`src/sv/modbus_register_map_access_assert.svh`:
```
// Assertion macros for the register map block.
// Used by the top level; expects clk and arst_n in scope.
`ifndef MODBUS_REGISTER_MAP_ACCESS_ASSERT_SVH
`define MODBUS_REGISTER_MAP_ACCESS_ASSERT_SVH

// Same-cycle implication, disabled during reset
`define MRMA_ASSERT_NOW(lbl, ante, cons, msg) \
	lbl: assert property (@(posedge clk) disable iff (!arst_n) (ante) |-> (cons)) \
	else $error(msg);

// Next-cycle implication, disabled during reset
`define MRMA_ASSERT_NEXT(lbl, ante, cons, msg) \
	lbl: assert property (@(posedge clk) disable iff (!arst_n) (ante) |=> (cons)) \
	else $error(msg);

`endif

```
`src/sv/mrma_pkg.sv`:
```
// Shared types, codes and constants of the register map block.
// No dependencies.
`default_nettype none

package mrma_pkg;

	localparam int MAX_ENTRIES_DEF = 16;

	localparam logic [1:0] OP_READ  = 2'd0;
	localparam logic [1:0] OP_WRITE = 2'd1;
	localparam logic [1:0] OP_LOAD  = 2'd2;
	localparam logic [1:0] OP_NONE  = 2'd3;

	localparam logic [1:0] KIND_8  = 2'd0;
	localparam logic [1:0] KIND_16 = 2'd1;
	localparam logic [1:0] KIND_32 = 2'd2;

	localparam logic [1:0] STAT_OK     = 2'd0;
	localparam logic [1:0] STAT_ADDR   = 2'd1;
	localparam logic [1:0] STAT_ACCESS = 2'd2;

	typedef struct packed {
		logic [1:0]  op;
		logic [15:0] access_addr;
		logic [15:0] write_value;
		logic [3:0]  entry_index;
		logic [15:0] entry_start;
		logic [1:0]  entry_kind;
		logic        entry_read_only;
		logic [31:0] entry_init;
	} in_req_t;

	typedef struct packed {
		logic [15:0] read_value;
		logic [1:0]  status;
	} out_rsp_t;

	typedef struct packed {
		logic [15:0] start;
		logic [1:0]  kind;
		logic        read_only;
	} map_ent_t;

	typedef struct packed {
		logic hit;
		logic second;
	} match_t;

	typedef enum logic [2:0] {
		ST_IDLE,
		ST_LOAD,
		ST_SCAN,
		ST_DATA,
		ST_FIN
	} state_t;

endpackage

`default_nettype wire

```
`src/sv/mrma_ram.sv`:
```
// Generic one-write, one-read RAM with registered read data.
// No dependencies.
`default_nettype none

module mrma_ram #(
	parameter int WIDTH = 32,
	parameter int DEPTH = 16,
	parameter int AW    = 4
) (
	input  wire logic             clk,
	input  wire logic             wr_en,
	input  wire logic [AW-1:0]    wr_addr,
	input  wire logic [WIDTH-1:0] wr_data,
	input  wire logic [AW-1:0]    rd_addr,
	output logic      [WIDTH-1:0] rd_data
);

	logic [WIDTH-1:0] mem_q [DEPTH];
	logic [WIDTH-1:0] rd_data_q;

	always_ff @(posedge clk) begin
		if (wr_en) begin
			mem_q[wr_addr] <= wr_data;
		end
		rd_data_q <= mem_q[rd_addr];
	end

	assign rd_data = rd_data_q;

endmodule

`default_nettype wire

```
`src/sv/mrma_match.sv`:
```
// Address compare unit: tests one map entry against a register address.
// Depends on mrma_pkg.
`default_nettype none

module mrma_match (
	input  wire logic [15:0]        access_addr,
	input  wire mrma_pkg::map_ent_t ent,
	output mrma_pkg::match_t        result
);

	logic [16:0] next_addr;

	// 17 bits so that a 32-bit entry at the top address never wraps
	assign next_addr = {1'b0, ent.start} + 17'd1;

	always_comb begin
		result.hit    = 1'b0;
		result.second = 1'b0;
		case (ent.kind) inside
			mrma_pkg::KIND_8, mrma_pkg::KIND_16: begin
				result.hit = (access_addr == ent.start);
			end
			mrma_pkg::KIND_32: begin
				if (access_addr == ent.start) begin
					result.hit = 1'b1;
				end else if ({1'b0, access_addr} == next_addr) begin
					result.hit    = 1'b1;
					result.second = 1'b1;
				end
			end
			default: begin
				result.hit = 1'b0;
			end
		endcase
	end

endmodule

`default_nettype wire

```
`src/sv/modbus_register_map_access.sv`:
```
// Modbus holding register map: loads, reads and writes of mapped variables.
// An access with no entries in use, or op 3, goes from ST_IDLE to ST_FIN; a load passes
// through ST_LOAD, a hit through ST_SCAN and ST_DATA, a miss through ST_SCAN over all n =
// min(entries_in_use, MAX_ENTRIES) entries, scanned one per cycle through one compare unit.
// One request at a time; a stalled result holds input.
// Reset clears the sequencer, out_valid and entries_in_use; tables are undefined until loaded.
`default_nettype none

module modbus_register_map_access #(
	parameter int MAX_ENTRIES = mrma_pkg::MAX_ENTRIES_DEF
) (
	input  wire logic              clk,
	input  wire logic              arst_n,
	input  wire logic              cfg_we,
	input  wire logic [4:0]        cfg_wdata,
	input  wire logic              in_valid,
	output logic                   in_stall,
	input  wire mrma_pkg::in_req_t in_req,
	output logic                   out_valid,
	input  wire logic              out_stall,
	output mrma_pkg::out_rsp_t     out_rsp
);

	localparam int IDX_W = (MAX_ENTRIES > 1) ? $clog2(MAX_ENTRIES) : 1;
	localparam int CNT_W = $clog2(MAX_ENTRIES + 1);
	localparam int MAP_W = $bits(mrma_pkg::map_ent_t);

	mrma_pkg::state_t   state_q, state_d;
	mrma_pkg::in_req_t  req_q;
	mrma_pkg::out_rsp_t res_q, res_d, out_q;
	mrma_pkg::map_ent_t map_rd, map_wr, hit_ent_q;
	mrma_pkg::match_t   match;

	logic [4:0]       eiu_q;
	logic [CNT_W-1:0] n_c, iss_q;
	logic             pend_q, hit_second_q, out_valid_q;
	logic [IDX_W-1:0] pend_idx_q, hit_idx_q, ld_idx;
	logic             accept, res_we, out_load, load_bad;

	logic             map_we, data_we;
	logic [IDX_W-1:0] map_waddr, map_raddr, data_waddr, data_raddr;
	logic [31:0]      data_wdata, data_rd, init_val;

	assign accept = in_valid && !in_stall;
	assign ld_idx = IDX_W'(req_q.entry_index);
	assign load_bad = (int'(req_q.entry_index) >= MAX_ENTRIES);

	always_comb begin
		if (int'(eiu_q) > MAX_ENTRIES) begin
			n_c = CNT_W'(MAX_ENTRIES);
		end else begin
			n_c = CNT_W'(eiu_q);
		end
	end

	mrma_ram #(
		.WIDTH(MAP_W),
		.DEPTH(MAX_ENTRIES),
		.AW   (IDX_W)
	) u_map_ram (
		.clk    (clk),
		.wr_en  (map_we),
		.wr_addr(map_waddr),
		.wr_data(map_wr),
		.rd_addr(map_raddr),
		.rd_data(map_rd)
	);

	mrma_ram #(
		.WIDTH(32),
		.DEPTH(MAX_ENTRIES),
		.AW   (IDX_W)
	) u_data_ram (
		.clk    (clk),
		.wr_en  (data_we),
		.wr_addr(data_waddr),
		.wr_data(data_wdata),
		.rd_addr(data_raddr),
		.rd_data(data_rd)
	);

	mrma_match u_match (
		.access_addr(req_q.access_addr),
		.ent        (map_rd),
		.result     (match)
	);

	// Next state
	always_comb begin
		state_d = state_q;
		unique case (state_q)
			mrma_pkg::ST_IDLE: begin
				if (accept) begin
					case (in_req.op) inside
						mrma_pkg::OP_READ, mrma_pkg::OP_WRITE: begin
							state_d = (n_c == '0) ? mrma_pkg::ST_FIN : mrma_pkg::ST_SCAN;
						end
						mrma_pkg::OP_LOAD: state_d = mrma_pkg::ST_LOAD;
						default:           state_d = mrma_pkg::ST_FIN;
					endcase
				end
			end
			mrma_pkg::ST_LOAD: state_d = mrma_pkg::ST_FIN;
			mrma_pkg::ST_SCAN: begin
				if (pend_q && match.hit) begin
					state_d = mrma_pkg::ST_DATA;
				end else if (!pend_q && iss_q >= n_c) begin
					state_d = mrma_pkg::ST_FIN;
				end
			end
			mrma_pkg::ST_DATA: state_d = mrma_pkg::ST_FIN;
			mrma_pkg::ST_FIN: begin
				if (!out_valid_q || !out_stall) begin
					state_d = mrma_pkg::ST_IDLE;
				end
			end
			default: state_d = mrma_pkg::ST_IDLE;
		endcase
	end

	// Outputs and datapath controls
	always_comb begin
		in_stall   = 1'b1;
		map_we     = 1'b0;
		map_waddr  = ld_idx;
		map_wr     = '{start: req_q.entry_start, kind: req_q.entry_kind,
			read_only: req_q.entry_read_only};
		map_raddr  = iss_q[IDX_W-1:0];
		data_we    = 1'b0;
		data_waddr = ld_idx;
		data_raddr = hit_idx_q;
		res_we     = 1'b0;
		res_d      = '{read_value: 16'd0, status: mrma_pkg::STAT_OK};
		out_load   = 1'b0;

		case (req_q.entry_kind)
			mrma_pkg::KIND_8:  init_val = {24'd0, req_q.entry_init[7:0]};
			mrma_pkg::KIND_16: init_val = {16'd0, req_q.entry_init[15:0]};
			default:           init_val = req_q.entry_init;
		endcase
		data_wdata = init_val;

		unique case (state_q)
			mrma_pkg::ST_IDLE: begin
				in_stall = 1'b0;
				if (accept) begin
					res_we = 1'b1;
					if ((in_req.op == mrma_pkg::OP_READ || in_req.op == mrma_pkg::OP_WRITE)
						&& n_c == '0) begin
						res_d.status = mrma_pkg::STAT_ADDR;
					end
				end
			end
			mrma_pkg::ST_LOAD: begin
				res_we = 1'b1;
				if (load_bad) begin
					res_d.status = mrma_pkg::STAT_ADDR;
				end else begin
					map_we  = 1'b1;
					data_we = 1'b1;
				end
			end
			mrma_pkg::ST_SCAN: begin
				// Fetch the data word of the entry under compare in parallel
				data_raddr = pend_idx_q;
				if (!(pend_q && match.hit) && !pend_q && iss_q >= n_c) begin
					res_we       = 1'b1;
					res_d.status = mrma_pkg::STAT_ADDR;
				end
			end
			mrma_pkg::ST_DATA: begin
				res_we     = 1'b1;
				data_waddr = hit_idx_q;
				if (req_q.op == mrma_pkg::OP_READ) begin
					case (hit_ent_q.kind)
						mrma_pkg::KIND_8:  res_d.read_value = {8'd0, data_rd[7:0]};
						mrma_pkg::KIND_16: res_d.read_value = data_rd[15:0];
						default: begin
							res_d.read_value = hit_second_q ? data_rd[15:0] : data_rd[31:16];
						end
					endcase
				end else if (hit_ent_q.read_only) begin
					res_d.status = mrma_pkg::STAT_ACCESS;
				end else begin
					data_we = 1'b1;
					case (hit_ent_q.kind)
						mrma_pkg::KIND_8:  data_wdata = {24'd0, req_q.write_value[7:0]};
						mrma_pkg::KIND_16: data_wdata = {16'd0, req_q.write_value};
						default: begin
							if (hit_second_q) begin
								data_wdata = {data_rd[31:16], req_q.write_value};
							end else begin
								data_wdata = {req_q.write_value, data_rd[15:0]};
							end
						end
					endcase
				end
			end
			mrma_pkg::ST_FIN: begin
				out_load = !out_valid_q || !out_stall;
			end
			default: begin
				in_stall = 1'b1;
			end
		endcase
	end

	always_ff @(posedge clk or negedge arst_n) begin
		if (!arst_n) begin
			state_q     <= mrma_pkg::ST_IDLE;
			out_valid_q <= 1'b0;
			eiu_q       <= 5'd0;
			iss_q       <= '0;
			pend_q      <= 1'b0;
		end else begin
			state_q <= state_d;
			if (cfg_we) begin
				eiu_q <= cfg_wdata;
			end
			if (out_load) begin
				out_valid_q <= 1'b1;
			end else if (!out_stall) begin
				out_valid_q <= 1'b0;
			end
			if (accept) begin
				iss_q  <= '0;
				pend_q <= 1'b0;
			end else if (state_q == mrma_pkg::ST_SCAN) begin
				// Advance the issue pointer until every entry in use is fetched
				if (iss_q < n_c) begin
					iss_q  <= iss_q + CNT_W'(1);
					pend_q <= 1'b1;
				end else begin
					pend_q <= 1'b0;
				end
			end
		end
	end

	always_ff @(posedge clk) begin
		if (accept) begin
			req_q <= in_req;
		end
		if (res_we) begin
			res_q <= res_d;
		end
		if (out_load) begin
			out_q <= res_q;
		end
		if (state_q == mrma_pkg::ST_SCAN) begin
			pend_idx_q <= iss_q[IDX_W-1:0];
			if (pend_q && match.hit) begin
				hit_idx_q    <= pend_idx_q;
				hit_ent_q    <= map_rd;
				hit_second_q <= match.second;
			end
		end
	end

	assign out_valid = out_valid_q;
	assign out_rsp   = out_q;

	`include "modbus_register_map_access_assert.svh"

	`MRMA_ASSERT_NEXT(a_one_at_a_time, accept, in_stall, "request accepted while busy")
	`MRMA_ASSERT_NOW(a_access_only_write,
		(state_q == mrma_pkg::ST_FIN) && (res_q.status == mrma_pkg::STAT_ACCESS),
		req_q.op == mrma_pkg::OP_WRITE, "access error on a non-write request")
	`MRMA_ASSERT_NOW(a_value_only_read,
		(state_q == mrma_pkg::ST_FIN) && (res_q.read_value != 16'd0),
		req_q.op == mrma_pkg::OP_READ, "read value on a non-read request")
	`MRMA_ASSERT_NOW(a_scan_bound, state_q == mrma_pkg::ST_SCAN, iss_q <= n_c,
		"scan ran past the entries in use")

endmodule

`default_nettype wire
```
`config.mk`:
```
export PLATFORM = sky130hd
export DESIGN_NAME = modbus_register_map_access
export DESIGN_NICKNAME = d
export VERILOG_FILES = /design/src/sv/mrma_pkg.sv /design/src/sv/mrma_ram.sv /design/src/sv/mrma_match.sv /design/src/sv/modbus_register_map_access.sv
export VERILOG_INCLUDE_DIRS = /design/src /design/src/sv
export SDC_FILE = /design/constraint.sdc
export NUM_CORES = 1
export LEC_CHECK = 0
export BUFFER_PORTS_ARGS = -buffer_cell sky130_fd_sc_hd__buf_4
export CAP_MARGIN = 20
export CORE_UTILIZATION = 60
export DETAILED_ROUTE_END_ITERATION = 16
export PLACE_DENSITY_LB_ADDON = 0.12
export SYNTH_ARGS = -nofsm -noshare
export SYNTH_HDL_FRONTEND = slang
export SYNTH_SLANG_ARGS = --single-unit
```
`constraint.sdc`:
```
create_clock -name clk -period 5.3 [get_ports clk]
set_input_delay 1.06 -clock clk [delete_from_list [all_inputs] [get_ports clk]]
set_output_delay 1.06 -clock clk [all_outputs]
set_load 0.05 [all_outputs]
```
==> metrics.txt <==
Setup Fix Bufs, Post-CTS 0; crit path buf inv count 2; slowest CP cell nor2_4; pwr/cell area 484.3 nW/um^2; most used cell, CP buf_4; skew final around 26 ps; vias in the first global route 22,720; synthesized area 39,840 um^2; clk sinks a little over 1,000; die width approximately 260 um; htree depth 3; Seq/Total Area, Yosys 0.7533; Die Y 259.7 um; Vias around 23,000; MaxCap Viol Count 0; clk buf depth 3; Starting Density 0.6060; slew margin rel. 0.2344; DRT Wirelength between 90 and 100 mm; startpoint types register; Yosys cell types 64; RSZ-0062 raised after global routing no; crit-path cells nor2b_1 -> nand2_1 -> or3_1 -> buf_4 -> o21bai_1 -> nand2b_1 -> nor2_4 -> buf_4; Overall Global Routing Usage 0.2949; Synth-to-Final Area Change 13.75%; most frequent cells in the layout 953 x edfxtp_1, 534 x nand2_1, 298 x nand3_1, 182 x buf_4, 102 x clkbuf_16; first-pass GRT wire length 144.6 mm; critical path endpoint category register; drt drc 0; worst endpoint data arrival time 4030 ps; DP Area around 42,000 um^2; drt initial violations 2,819; I/O Buffers roughly 120; setup TNS 0 ps; Syn Nets between 2,000 and 3,000; antenna violations before repair 2; register bit total from synthesis approximately 1,000; DIE AREA a little under 70,000 um^2; Max Slew Vio Count 0; Ys Warns 0; Final period util 0.6909; status complete, no violations; nets 2,833; Post-Syn Area per Cell between 15 and 20 um^2; largest net degree at the start of global routing 170; Hold Crit Class in -> async; worst-path maximum fanout 23; total CTS buffers 100; Final Hold Fails 0; CTS Root Cell clkbuf_16; largest stage delay on the critical path about 660 ps; ys async rst share 0.01472; top-area cell type share of the netlist area 0.7183; CP required about 5700 ps; Finish-stage setup viols 0; Core Area ~66,000 um^2; Routed WL per cell around 27 um; DR vias/cell ~6.4; DRT Pass-1 Iters 6; # hold bufs at CTS 0; Synth area leaders edfxtp_1 72%, mux4_2 5.4%, nand2_1 5.0%; CTS resizes 0; post-route cell area around 45,000 um^2; final estimated routing congestion in global placement roughly 0.9; Clock Latency Late Sink about 680 ps; Core Rows between 90 and 100; remaining antenna violation count 0; IO Pins about 120; actual slew at the worst max-slew pin around 1100 ps; share of post-route cells with drive strength above 1 0.1834; crit path time final 3662 ps; gr ovfl total 0; TritonCTS clock tree done; Post-Synthesis Cells 2,595; Final HPWL DP 56.72 mm; maximum vdd drop 0.3162 mV; leakage ~15 nW; Post-synth EDFFs around 950; CP delay by family, top simple AND/OR/NAND/NOR gates; area leader, netlist edfxtp_1; register clock-pin slew on the reported worst setup and hold paths ~60 ps; CP Class reg -> reg; Max Clk Rate roughly 0.27 GHz; most frequent standard cell in the layout excluding fill and tap cells edfxtp_1; predominant post-synthesis flop cell edfxtp_1; number of diodes 0
[cells by family (layout without fill, tap and decap cells)]
group / after synthesis / after routing / synth area share
xor gates and xnor gates: 24 / 24 / 0.005276
buffers and inverters: 201 / 419 / 0.02198
AOI/OAI and AO/OA: 254 / 254 / 0.04864
DFF: 1019 / 1019 / 0.7533
adders and majority gates: 7 / 7 / 0.002198
and+or+nand+nor: 963 / 963 / 0.1059
muxes: 127 / 127 / 0.06271
[routing by layer]
metal / vias to the layer above / GRT usage / part of all wire
met1: 11800 / 0.4288 / 0.41
met5: - / 0.01140 / 0.0011
met3: 189 / 0.06823 / 0.10
li1: 10210 / - / -
met2: 1248 / 0.4436 / 0.46
met4: 2 / 0.09869 / 0.029
[final timing paths]
check                           slack [ps]  cells after the start                                end              startpoint
worst max-delay path                  1640                      8  u_data_ram.mem_q[5][14]$_DFFE_PP_  state_q[0]$_DFFE_PN0P_
worst min-delay path                   250                      1               eiu_q[0]$_DFFE_PN0P_                  arst_n
worst max register to register        1640                      8  u_data_ram.mem_q[5][14]$_DFFE_PP_  state_q[0]$_DFFE_PN0P_
worst min register to register         420                      0               out_rsp[7]$_DFFE_PP_  res_q[7]$_SDFFCE_PN0P_
max in group asynchronous             4840                      1               iss_q[1]$_DFFE_PN0P_                  arst_n
min in group clk                       420                      0               out_rsp[7]$_DFFE_PP_  res_q[7]$_SDFFCE_PN0P_
[final cells by class]
class,count,area (um^2)
clock inverters,43,437.9
repair buffers,189,1498
flip-flops and latches,1019,30020
well taps,864,1081
inverters,42,165.2
multi-input cells,1375,9244
clock buffers,145,2874
fillers,4285,20420
[power breakdown]
| part | total [mW] | internal, mW | leakage [nW] | switching (mW) |
|---|---|---|---|---|
| sequential | 10.5 | 9.76 | 9.28 | 0.717 |
| clock | 7.05 | 4.07 | 1.62 | 2.98 |
| combinational | 4.42 | 1.56 | 4.34 | 2.86 |
| total | 21.9 | 15.4 | 15.2 | 6.56 |
[stage by stage]
step                        util  hold slack (ps)  worst slack (ps)  power, mW  std cells
after floorplan                -            385.5              1289      13.35       2595
after global placement    0.6375            407.5              1563      14.86       3480
after detailed placement  0.6381            404.5              1657      14.96       3482
after CTS                 0.6885            233.0              1646      21.95       3670
after global routing      0.6893            246.7              1405      22.69       3677
final                     0.6893            252.2              1638      21.95       3677
[cells in the mapped netlist (all sizes together), types with 2 or more instances]
library cell,count
a2111oi,2
a211oi,65
a21o,2
a21oi,19
a22oi,14
a311oi,67
a31oi,48
a41oi,3
and3,3
and4,4
buf,69
clkbuf,90
dfrtp,15
dfxtp,51
edfxtp,953
ha,7
inv,42
mux2,21
mux2i,11
mux4,95
nand2,535
nand2b,12
nand3,298
nand3b,2
nand4,7
nor2,55
nor2b,5
nor3,12
nor3b,4
nor4,8
nor4b,4
o2111ai,2
o21a,4
o21ai,16
o21bai,2
o22ai,2
o31ai,2
or3,4
or3b,3
or4,2
xnor2,13
xor2,11
[flip-flops by register name, summed over array words and instances (netlist names)]
signal              flops
pend_idx_q              4
req_q                  66
u_data_ram.rd_data     32
hit_second_q            1
res_q                  18
eiu_q                   5
pend_q                  1
u_data_ram.mem_q      512
map_wr                 19
u_map_ram.mem_q       304
state_q                 3
out_rsp                18
hit_idx_q               4
iss_q                   5
hit_ent_q               3
out_valid               1
ld_idx                  4
u_map_ram.rd_data      19
[worst reg2reg max path: stages (launching register included)]
cell,delay [ps]
dfrtp_1,490
nor2b_1,400
nand2_1,330
or3_1,430
buf_4,240
o21bai_1,220
nand2b_1,250
nor2_4,660
buf_4,350
(Power assumes the default switching activity.)
